### config.mk
export PLATFORM = sky130hd
export DESIGN_NAME = windowed_wheel_velocity_estimator_unit
export DESIGN_NICKNAME = d
export VERILOG_FILES = /design/src/rtl/wwve_pkg.sv /design/src/rtl/windowed_wheel_velocity_estimator_unit.sv
export SDC_FILE = /design/constraint.sdc
export NUM_CORES = 2
export LEC_CHECK = 0
export BUFFER_PORTS_ARGS = -buffer_cell sky130_fd_sc_hd__buf_2
export CAP_MARGIN = 25
export CORE_MARGIN = 8
export CORE_UTILIZATION = 56
export DETAILED_ROUTE_END_ITERATION = 10
export GPL_TIMING_DRIVEN = 0
export PLACE_DENSITY = 0.78
export SYNTH_ARGS = -nofsm -noshare
export SYNTH_HDL_FRONTEND = slang
export SYNTH_SLANG_ARGS = --single-unit
### constraint.sdc
create_clock -name clk -period 28.4 [get_ports clk]
set_input_delay 1.42 -clock clk [delete_from_list [all_inputs] [get_ports clk]]
set_output_delay 1.42 -clock clk [all_outputs]
set_load 0.02 [all_outputs]
### src/rtl/wwve_pkg.sv
package wwve_pkg;

	localparam int POS_W                = 32;
	localparam int STAMP_W              = 32;
	localparam int TPS_W                = 24;
	localparam int DIFF_W               = POS_W + 1;
	localparam int PROD_W               = DIFF_W + TPS_W;
	localparam int WINDOW_DEPTH_DEFAULT = 5;

	localparam logic [TPS_W-1:0] TPS_RESET = TPS_W'(1000000);

	// Sample transaction: both wheel positions and the timestamp
	typedef struct packed {
		logic signed [POS_W-1:0] left_position;
		logic signed [POS_W-1:0] right_position;
		logic [STAMP_W-1:0]      stamp;
	} sample_t;

	// Result transaction: both wheel velocities and the zero interval flag
	typedef struct packed {
		logic signed [POS_W-1:0] left_velocity;
		logic signed [POS_W-1:0] right_velocity;
		logic                    zero_interval;
	} result_t;

endpackage

### src/rtl/windowed_wheel_velocity_estimator_unit.sv
// Sliding-window wheel velocity estimator.
// Sample channel (sample_valid / sample_stall / sample): one transaction per
// timestamped pair of Q16.16 wheel positions. Result channel (result_valid /
// result_stall / result): one transaction of Q16.16-per-second velocities.
// The block stores the last WINDOW_DEPTH-1 samples. The first WINDOW_DEPTH
// samples only fill the window and give no result; every later sample gives
// (newest - oldest kept position) * ticks_per_second / dt, truncated toward
// zero and saturated to 32 bits. A zero dt gives zero velocities and sets
// zero_interval. ticks_per_second is written through cfg_write_enable /
// cfg_write_data by the user only while the block is idle; it is not enforced.
// Timing: one shared 33x24 multiplier and one restoring divider retiring one
// quotient bit a cycle serve both wheels. Per wheel: a multiply step, the
// divide steps and a saturate step. A result is loaded into the output
// register in the finish state (reached directly for a zero dt), and the
// next sample is taken the cycle after; warm-up samples leave the block idle.
// sample_stall is high while a sample is being worked on. A result held by
// result_stall waits in the output register; the next sample is still taken,
// and its result waits until the register is free.
// Reset clears the window fill count, the output valid and restores
// ticks_per_second to 1000000.
module windowed_wheel_velocity_estimator_unit #(
	parameter int WINDOW_DEPTH = wwve_pkg::WINDOW_DEPTH_DEFAULT
) (
	input  logic                        clk,
	input  logic                        arst_n,
	input  logic                        cfg_write_enable,
	input  logic [wwve_pkg::TPS_W-1:0]  cfg_write_data,
	input  logic                        sample_valid,
	output logic                        sample_stall,
	input  wwve_pkg::sample_t           sample,
	output logic                        result_valid,
	input  logic                        result_stall,
	output wwve_pkg::result_t           result
);
	import wwve_pkg::*;

	localparam int HIST_LEN = WINDOW_DEPTH - 1;
	localparam int PTR_W    = (HIST_LEN > 1) ? $clog2(HIST_LEN) : 1;
	localparam int FILL_W   = $clog2(WINDOW_DEPTH + 1);
	localparam int STEP_W   = $clog2(PROD_W);

	typedef enum logic [2:0] {
		ST_IDLE,
		ST_MUL,
		ST_DIV,
		ST_SAT,
		ST_FINISH
	} state_t;

	state_t             state_q;
	logic [TPS_W-1:0]   tps_q;
	logic [PTR_W-1:0]   wr_ptr_q;
	logic [FILL_W-1:0]  fill_q;
	logic [STEP_W-1:0]  step_q;
	logic               wheel_q;
	logic               result_valid_q;
	result_t            result_q;

	logic [POS_W-1:0]   hist_left_q  [HIST_LEN];
	logic [POS_W-1:0]   hist_right_q [HIST_LEN];
	logic [STAMP_W-1:0] hist_stamp_q [HIST_LEN];

	logic signed [DIFF_W-1:0] diff_left_q;
	logic signed [DIFF_W-1:0] diff_right_q;
	logic [STAMP_W-1:0]       dt_q;
	logic                     zero_q;
	logic                     neg_q;
	logic [PROD_W-1:0]        quo_q;
	logic [STAMP_W-1:0]       rem_q;
	logic [POS_W-1:0]         vel_left_q;
	logic [POS_W-1:0]         vel_right_q;

	logic                     sample_fire;
	logic                     result_fire;
	logic                     load_result;
	logic                     window_full;
	logic [STAMP_W-1:0]       dt_w;
	logic signed [DIFF_W-1:0] diff_left_w;
	logic signed [DIFF_W-1:0] diff_right_w;
	logic signed [DIFF_W-1:0] cur_diff;
	logic                     cur_neg;
	logic [DIFF_W-1:0]        cur_mag;
	logic [PROD_W-1:0]        prod_w;
	logic [STAMP_W:0]         trial;
	logic [STAMP_W:0]         trial_sub;
	logic                     trial_ge;
	logic                     over;
	logic [POS_W-1:0]         sat_w;
	logic [PTR_W-1:0]         ptr_next;

	// Handshakes
	assign sample_stall = (state_q != ST_IDLE);
	assign sample_fire  = sample_valid && !sample_stall;
	assign result_valid = result_valid_q;
	assign result       = result_q;
	assign result_fire  = result_valid_q && !result_stall;
	assign load_result  = (state_q == ST_FINISH) && (!result_valid_q || result_fire);
	assign window_full  = (fill_q == FILL_W'(WINDOW_DEPTH));

	// Differences against the oldest kept sample
	assign dt_w         = sample.stamp - hist_stamp_q[wr_ptr_q];
	assign diff_left_w  = DIFF_W'(sample.left_position)
	                    - DIFF_W'($signed(hist_left_q[wr_ptr_q]));
	assign diff_right_w = DIFF_W'(sample.right_position)
	                    - DIFF_W'($signed(hist_right_q[wr_ptr_q]));
	assign ptr_next     = (wr_ptr_q == PTR_W'(HIST_LEN - 1)) ? '0 : wr_ptr_q + 1'b1;

	// Shared multiplier: magnitude of the selected difference times tick rate
	assign cur_diff = wheel_q ? diff_right_q : diff_left_q;
	assign cur_neg  = cur_diff[DIFF_W-1];
	assign cur_mag  = cur_neg ? DIFF_W'(-cur_diff) : DIFF_W'(cur_diff);
	assign prod_w   = PROD_W'(cur_mag) * PROD_W'(tps_q);

	// Shared divider: one restoring step a cycle
	assign trial     = {rem_q, quo_q[PROD_W-1]};
	assign trial_sub = trial - {1'b0, dt_q};
	assign trial_ge  = (trial >= {1'b0, dt_q});

	// Saturate the unsigned quotient to a signed 32-bit result
	always_comb begin
		if (neg_q) begin
			over  = (|quo_q[PROD_W-1:POS_W]) || (quo_q[POS_W-1] && (|quo_q[POS_W-2:0]));
			sat_w = over ? {1'b1, {(POS_W-1){1'b0}}} : POS_W'(-quo_q[POS_W-1:0]);
		end else begin
			over  = |quo_q[PROD_W-1:POS_W-1];
			sat_w = over ? {1'b0, {(POS_W-1){1'b1}}} : quo_q[POS_W-1:0];
		end
	end

	// Sequencer, configuration register and output register
	always_ff @(posedge clk or negedge arst_n) begin
		if (!arst_n) begin
			state_q        <= ST_IDLE;
			tps_q          <= TPS_RESET;
			wr_ptr_q       <= '0;
			fill_q         <= '0;
			step_q         <= '0;
			wheel_q        <= 1'b0;
			result_valid_q <= 1'b0;
			result_q       <= '0;
		end else begin
			if (cfg_write_enable) begin
				tps_q <= cfg_write_data;
			end
			if (load_result) begin
				result_valid_q <= 1'b1;
			end else if (result_fire) begin
				result_valid_q <= 1'b0;
			end
			case (state_q)
				ST_IDLE: begin
					if (sample_fire) begin
						wr_ptr_q <= ptr_next;
						if (!window_full) begin
							fill_q <= fill_q + 1'b1;
						end else if (dt_w == '0) begin
							state_q <= ST_FINISH;
						end else begin
							wheel_q <= 1'b0;
							state_q <= ST_MUL;
						end
					end
				end
				ST_MUL: begin
					step_q  <= '0;
					state_q <= ST_DIV;
				end
				ST_DIV: begin
					step_q <= step_q + 1'b1;
					if (step_q == STEP_W'(PROD_W - 1)) begin
						state_q <= ST_SAT;
					end
				end
				ST_SAT: begin
					if (!wheel_q) begin
						wheel_q <= 1'b1;
						state_q <= ST_MUL;
					end else begin
						state_q <= ST_FINISH;
					end
				end
				ST_FINISH: begin
					// Hold until the output register is free
					if (load_result) begin
						result_q.left_velocity  <= vel_left_q;
						result_q.right_velocity <= vel_right_q;
						result_q.zero_interval  <= zero_q;
						state_q                 <= ST_IDLE;
					end
				end
				default: begin
					state_q <= ST_IDLE;
				end
			endcase
		end
	end

	// Window history and arithmetic datapath
	always_ff @(posedge clk) begin
		if (sample_fire) begin
			hist_left_q[wr_ptr_q]  <= sample.left_position;
			hist_right_q[wr_ptr_q] <= sample.right_position;
			hist_stamp_q[wr_ptr_q] <= sample.stamp;
			diff_left_q            <= diff_left_w;
			diff_right_q           <= diff_right_w;
			dt_q                   <= dt_w;
			zero_q                 <= (dt_w == '0);
			if (dt_w == '0) begin
				vel_left_q  <= '0;
				vel_right_q <= '0;
			end
		end
		case (state_q)
			ST_MUL: begin
				quo_q <= prod_w;
				rem_q <= '0;
				neg_q <= cur_neg;
			end
			ST_DIV: begin
				quo_q <= {quo_q[PROD_W-2:0], trial_ge};
				rem_q <= trial_ge ? trial_sub[STAMP_W-1:0] : trial[STAMP_W-1:0];
			end
			ST_SAT: begin
				if (!wheel_q) begin
					vel_left_q <= sat_w;
				end else begin
					vel_right_q <= sat_w;
				end
			end
			default: begin
			end
		endcase
	end

endmodule
; Word-level counts from Yosys, hierarchy flattened
; Memories as Yosys holds them, arrays and structs flattened.
; Index checks and enable logic that the tools add are counted.
[totals]
wordCells = 102
regBits = 358
out_inout_bits = 67
inputBits = 125
mem_bits_rw = 384
memories = 3
[mem_list]
columns = name, words, word_bits, read_ports, rd_ports_with_merged_regs, write_ports, line_no
row1 = hist_left_q, 4, 32, 1, 0, 1, windowed_wheel_velocity_estimator_unit.sv:59  ; logic [POS_W-1:0] hist_left_q [HIST_LEN];
row2 = hist_right_q, 4, 32, 1, 0, 1, windowed_wheel_velocity_estimator_unit.sv:60  ; logic [POS_W-1:0] hist_right_q [HIST_LEN];
row3 = hist_stamp_q, 4, 32, 1, 0, 1, windowed_wheel_velocity_estimator_unit.sv:61  ; logic [STAMP_W-1:0] hist_stamp_q [HIST_LEN];
[classes]
n_bitwise = 1
reduce_logical = 23
muxes = 33
eq_ne = 12
n_lt_le_gt_ge = 1
mul = 1
n_addsub = 9
[ops]
columns = cell, count
row1 = 2-to-1 mux 32 bit, 12
row2 = case mux 57 bit (2 select lines), 1
row3 = 2-to-1 mux 33 bit, 2
row4 = subtractor 32 x 32 -> 33 bit, 2
row5 = case mux 32 bit (2 select lines), 1
row6 = subtractor 32 bit, 2
row7 = multiplier 33 x 24 -> 57 bit, 1
row8 = >= comparator 33 x 32 -> 1 bit, 1
row9 = negation 33 bit, 1
row10 = logical NOT 32 bit, 1
row11 = negation 32 bit, 1
row12 = OR reduction 31 bit, 1
row13 = OR reduction 26 bit, 1
row14 = OR reduction 25 bit, 1
row15 = 2-to-1 mux 3 bit, 6
row16 = case mux 3 bit (5 select lines), 1
row17 = case mux 6 bit (2 select lines), 1
row18 = inequality test 2 bit (second input constant), 5
row19 = AND reduction 4 bit, 2
row20 = 2-to-1 mux 1 bit, 7
row21 = adder 6 x 1 -> 6 bit (second input constant), 1
row22 = equality test 3 x 2 -> 1 bit (second input constant), 2
row23 = equality test 3 bit (second input constant), 2
row24 = equality test 6 bit (second input constant), 1
row25 = 15 further kinds, 24

; Depth between registers and ports, before layout
[logic_depth]
word_depth = 7
mapped_depth = 43
mapped_depth_nobuf = 35

; Worst setup path after synthesis
; No wires, ideal clock.
[synth_timing]
path_type = reg2reg
start = register wheel_q
end = register quo_q[55] (data pin)
required_time_ns = 28.264
n_path_buf = 8
stages_incl_launch_ff = 42
synth_period_minus_slack_ns = 10.706
arrival_ns = 10.570
slack_ns = 17.694
cell_sequence = dfrtp_1 -> buf_2 -> buf_2 -> buf_2 -> buf_1 -> clkbuf_1 -> mux2_2 -> clkbuf_1 -> inv_1 -> ha_1 -> o221ai_1 -> nor4b_1 -> nand3b_1 -> or3b_2 -> o21ai_0 -> xor2_1 -> clkbuf_1 -> nand2_1 -> [6 not listed] -> fa_1 -> fa_1 -> fa_1 -> inv_1 -> fa_1 -> inv_1 -> ha_1 -> clkbuf_1 -> a21oi_1 -> o21ai_0 -> a221oi_1 -> o41ai_1 -> o211ai_1 -> a311oi_1 -> nand2_1 -> o21ai_0 -> or4b_2 -> nand3_1
[synth_via]
elab_chain_len = 5
[synth_lines]
columns = item, line_no
row1 = "start, declared", windowed_wheel_velocity_estimator_unit.sv:55  ; logic wheel_q;
row2 = "start signal, assigned", windowed_wheel_velocity_estimator_unit.sv:138  ; wheel_q <= 1'b0;
row3 = "start signal, assigned", windowed_wheel_velocity_estimator_unit.sv:159  ; wheel_q <= 1'b0;
row4 = "start signal, assigned", windowed_wheel_velocity_estimator_unit.sv:176  ; wheel_q <= 1'b1;
row5 = 2-to-1 mux 33 bit *, windowed_wheel_velocity_estimator_unit.sv:109  ; assign cur_diff = wheel_q ? diff_right_q : diff_left_q;
row6 = negation 33 bit, windowed_wheel_velocity_estimator_unit.sv:111  ; assign cur_mag = cur_neg ? DIFF_W'(-cur_diff) : DIFF_W'(cur_diff);
row7 = 2-to-1 mux 33 bit *, windowed_wheel_velocity_estimator_unit.sv:111
row8 = multiplier 33 x 24 -> 57 bit *, windowed_wheel_velocity_estimator_unit.sv:112  ; assign prod_w = PROD_W'(cur_mag) * PROD_W'(tps_q);
row9 = case mux 57 bit (2 select lines) *, windowed_wheel_velocity_estimator_unit.sv:213  ; case (state_q)
row10 = "end signal, assigned", windowed_wheel_velocity_estimator_unit.sv:215  ; quo_q <= prod_w;
row11 = "end signal, assigned", windowed_wheel_velocity_estimator_unit.sv:220  ; quo_q <= {quo_q[PROD_W-2:0], trial_ge};
row12 = "end, declared", windowed_wheel_velocity_estimator_unit.sv:68  ; logic [PROD_W-1:0] quo_q;
; Every way passes the cells marked *; elsewhere a longest branch is shown, timed or not.
; A chain may end at the register's enable or synchronous reset.

; Worst setup path in the final report
[layout_timing]
start = register wheel_q
end = register quo_q[51] (data pin)
; Same word-level chain as after synthesis.

==> implementation parameters <==
Parameter                              Value

Finish
  Number of nets at the end of the flow    around 7300
  Area added between synthesis and finish    9.81%
  Total area of sequential cells    0.0211 mm2
  Multi-input logic area    around 0.036 mm2
  Number of filler cells placed in the layout    slightly below 9000
  Final cell count without fillers    roughly 7700
  Final core area utilization    61.7%
  Fraction of layout instances using a drive strength above 1    9.73%
  Post-layout instance area    around 0.068 mm2

Floorplanning
  Die boundary height    around 350 um
  Placement Rows    122
  Die Footprint    0.122 mm2
  Core region area    0.110 mm2
  Starting density of the core    a little under three fifths
  # IOs    192
  Die X-Extent    349 um

Yosys
  Number of flops mapped to enable cells by yosys    approximately 570
  Library cells used by synthesis    91
  Top flip-flop cell by instance count after synthesis    sky130_fd_sc_hd__edfxtp_1
  Number of synthesis warnings    0
  Synthesized area    0.0620 mm2
  Post-Synthesis Net Count    6959
  Avg Cell Area, Syn    10.6 um2
  Post-synthesis async set-or-reset flop share    14.2%
  Cells after synthesis    5830
  Part of the Yosys area used for sequential elements    34.1%
  Synthesized flop and latch total    742

Worst setup path
  Largest fanout on the critical path    10
  Data required time at the worst endpoint    28.94 ns
  Data arrival time of the critical path    15.22 ns
  Sort of element at the end of the critical path    flip-flop
  Worst-path cell with the longest stage delay    sky130_fd_sc_hd__xor2_1
  Startpoint class of the critical path    flip-flop
  Max incr delay on CP    0.70 ns
  Most numerous cell on the critical path    sky130_fd_sc_hd__fa_1
  Worst setup path category    flip-flop to flip-flop

Timing
  Count of final hold-check violations    0
  Actual transition at the worst max-transition pin    1.26 ns
  Final setup TNS    0 ns
  Setup clock skew after layout    0.0183 ns
  Final slew viol count    0
  Final setup violation count    0
  Relative slew margins    15.5%
  Time the worst path needs with I/O delays and setup    14.68 ns
  Fmax    roughly 0.068 GHz
  Setup repair after global routing missed its margin    no
  Final cycle utilization of the critical path    about half

Drt
  Count of antenna-violating nets left after detailed routing    0
  Initial DRC count    3862
  Mean routed wirelength per cell    22.1 um
  Number of detailed-route iterations in the first pass    11
  Drc violations    2
  Detailed-route wire length    170000 um
  DR vias/cell    just under 6
  Number of vias after detailed routing    45000

CTS
  Number of levels in the clock H-tree    3
  TritonCTS buffer count    79
  Clk_lat worst skew    0.67 ns
  Worst-path clk slew    0.07 ns
  Root Driver    sky130_fd_sc_hd__clkbuf_16
  Maximum count of clock buffers along a single path    3
  Post-CTS Setup Repair Bufs    0
  Hold-fix buffer count after cts    0
  TritonCTS clock tree    done
  TritonCTS sink count    742
  Resized cells post-CTS    0

Run status
  Failing checks    design-rule violations
  Result of the run    complete, but fails checks

Placement
  Final HPWL DP    133000 um
  Cell Count Post-Placement    7527
  Port-buffer cells    190
  Cell area reported after detailed placement    ~0.065 mm2
  Routability-driven placement congestion ratio    ~1.0

Hold path
  Class of the most critical hold timing path    flip-flop to flip-flop

GRT
  Total congestion overflow    0
  Number of antenna violations at the first check in global routing    12
  Maximum number of pins on one net before global-route repair    80
  Wire length of the first global-routing pass    262000 um
  Via count of the first global-routing pass    about 46000
  Overall Global Routing Usage    between 20% and 30%

Flow run
  Max Cap Violations    0
## cell type report
cell class / count / share of cell area [%]
Tap cell: 1488 / 2.74
Clock buffer: 95 / 3.12
Clock inverter: 53 / 0.923
Inverter: 923 / 5.10
Buffer: 274 / 1.61
Multi-Input combinational cell: 3891 / 53.4
Sequential cell: 742 / 31.0
Antenna cell: 4 / 0.0147
Timing Repair Buffer: 220 / 2.10
## critical path, delay by kind of cell (launching register included)
kind                       cells  cell delay [ns]
muxes                          1             0.51
and+or+nand+nor                8             2.49
DFF                            1             0.57
buffers and inverters         15             3.82
AOI/OAI and AO/OA              7             2.37
xor gates and xnor gates       1             0.70
adders and majority gates      9             4.09
## logic make-up after synthesis
family / Yosys count / share of synthesized area, %
adders and majority gates: 1004 / 28.6
xor gates and xnor gates: 179 / 2.53
DFF: 742 / 34.1
AOI/OAI and AO/OA: 786 / 8.16
muxes: 245 / 6.08
and+or+nand+nor: 1677 / 13.2
buffers and inverters: 1197 / 7.36
## per-layer routing
metal	vias up	routed length [um]	track usage, %
met4	10	10900	14.9
met3	531	15300	6.03
met1	22500	64000	34.9
met5	-	70	0
met2	2099	79400	45.0
li1	19900	-	-
## placed cells by master (no fill, tap or decap), types with 20 or more instances in the layout
master	synthesis	routed
sky130_fd_sc_hd__dfxtp_1	64	64
sky130_fd_sc_hd__mux4_2	96	96
sky130_fd_sc_hd__a21oi_1	224	224
sky130_fd_sc_hd__nand3_1	53	53
sky130_fd_sc_hd__edfxtp_1	573	573
sky130_fd_sc_hd__xnor2_1	106	106
sky130_fd_sc_hd__ha_1	320	320
sky130_fd_sc_hd__nor2b_1	24	24
sky130_fd_sc_hd__o31ai_1	33	33
sky130_fd_sc_hd__clkbuf_16	0	79
sky130_fd_sc_hd__and2_1	402	402
sky130_fd_sc_hd__dfrtp_1	98	98
sky130_fd_sc_hd__fa_1	684	684
sky130_fd_sc_hd__inv_1	922	920
sky130_fd_sc_hd__xor2_1	73	73
sky130_fd_sc_hd__mux2i_1	58	58
sky130_fd_sc_hd__and3_1	28	24
sky130_fd_sc_hd__buf_2	10	199
sky130_fd_sc_hd__nand2b_1	37	37
sky130_fd_sc_hd__nor4_1	23	23
sky130_fd_sc_hd__mux2_2	91	91
sky130_fd_sc_hd__nor2_1	297	297
sky130_fd_sc_hd__a21o_1	75	75
sky130_fd_sc_hd__nor3b_1	23	23
sky130_fd_sc_hd__nor3_1	75	75
sky130_fd_sc_hd__o21a_1	34	34
sky130_fd_sc_hd__clkbuf_1	237	243
sky130_fd_sc_hd__o21ai_0	191	191
sky130_fd_sc_hd__a211oi_1	33	33
sky130_fd_sc_hd__nand2_1	620	620
sky130_fd_sc_hd__nand4_1	26	26
sky130_fd_sc_hd__buf_1	20	20
## state kept, by name (all words and copies together) (netlist names), 2 cells and up
register	cells
hist_left_q	128
hist_right_q	128
hist_stamp_q	128
result	65
quo_q	57
diff_left_q	33
diff_right_q	33
dt_q	32
rem_q	32
vel_left_q	32
vel_right_q	32
tps_q	24
step_q	6
fill_q	3
state_q	3
wr_ptr_q	2
## cells in the mapped netlist (14+ instances only)
library cell	count	area share (%)
sky130_fd_sc_hd__and3_1	28	0.28
sky130_fd_sc_hd__ha_1	320	6.5
sky130_fd_sc_hd__clkbuf_1	237	1.4
sky130_fd_sc_hd__a31oi_1	17	0.17
sky130_fd_sc_hd__a21o_1	75	0.91
sky130_fd_sc_hd__and2_1	402	4.1
sky130_fd_sc_hd__o21a_1	34	0.41
sky130_fd_sc_hd__mux2i_1	58	0.94
sky130_fd_sc_hd__mux4_2	96	3.5
sky130_fd_sc_hd__edfxtp_1	573	28
sky130_fd_sc_hd__dfxtp_1	64	2.1
sky130_fd_sc_hd__nor4_1	23	0.23
sky130_fd_sc_hd__xor2_1	73	1.0
sky130_fd_sc_hd__nor3b_1	23	0.28
sky130_fd_sc_hd__dfrtp_1	98	4.0
sky130_fd_sc_hd__nand3_1	53	0.43
sky130_fd_sc_hd__inv_1	922	5.6
sky130_fd_sc_hd__or3_1	18	0.18
sky130_fd_sc_hd__fa_1	684	22
sky130_fd_sc_hd__nand2b_1	37	0.37
sky130_fd_sc_hd__nor2_1	297	1.8
sky130_fd_sc_hd__nand2_1	620	3.8
sky130_fd_sc_hd__nor3_1	75	0.61
sky130_fd_sc_hd__nand4_1	26	0.26
sky130_fd_sc_hd__o21ai_0	191	1.5
sky130_fd_sc_hd__xnor2_1	106	1.5
sky130_fd_sc_hd__o31ai_1	33	0.40
sky130_fd_sc_hd__nor2b_1	24	0.24
sky130_fd_sc_hd__o21bai_1	14	0.17
sky130_fd_sc_hd__buf_1	20	0.12
sky130_fd_sc_hd__mux2_2	91	1.7
sky130_fd_sc_hd__a21oi_1	224	1.8
sky130_fd_sc_hd__a211oi_1	33	0.40
## final timing paths
kind                                          from                 endpoint  slack (ns)  cells past startpoint
min in group asynchronous                   arst_n   result[39]$_DFFE_PN0P_        0.65                      1
min                        vel_right_q[31]$_DFF_P_  vel_right_q[31]$_DFF_P_        0.47                      2
max in group asynchronous                   arst_n    tps_q[16]$_DFFE_PN1P_       26.94                      2
min reg2reg                vel_right_q[31]$_DFF_P_  vel_right_q[31]$_DFF_P_        0.47                      2
max                            wheel_q$_DFFE_PN0P_      quo_q[51]$_DFFE_PP_       13.72                     41
max reg2reg                    wheel_q$_DFFE_PN0P_      quo_q[51]$_DFFE_PP_       13.72                     41
## stage by stage
step / hold WS [ns] / setup WS [ns]
6_report: 0.475 / 13.72
5_1_grt: 0.492 / 13.12
4_1_cts: 0.473 / 13.80
3_5_place_dp: 0.463 / 13.88
3_3_place_gp: 0.451 / 13.99
2_1_floorplan: 0.434 / 17.69
Power is not shown: default switching activity piles up to over one toggle a cycle in this logic, so the estimate is an artifact.
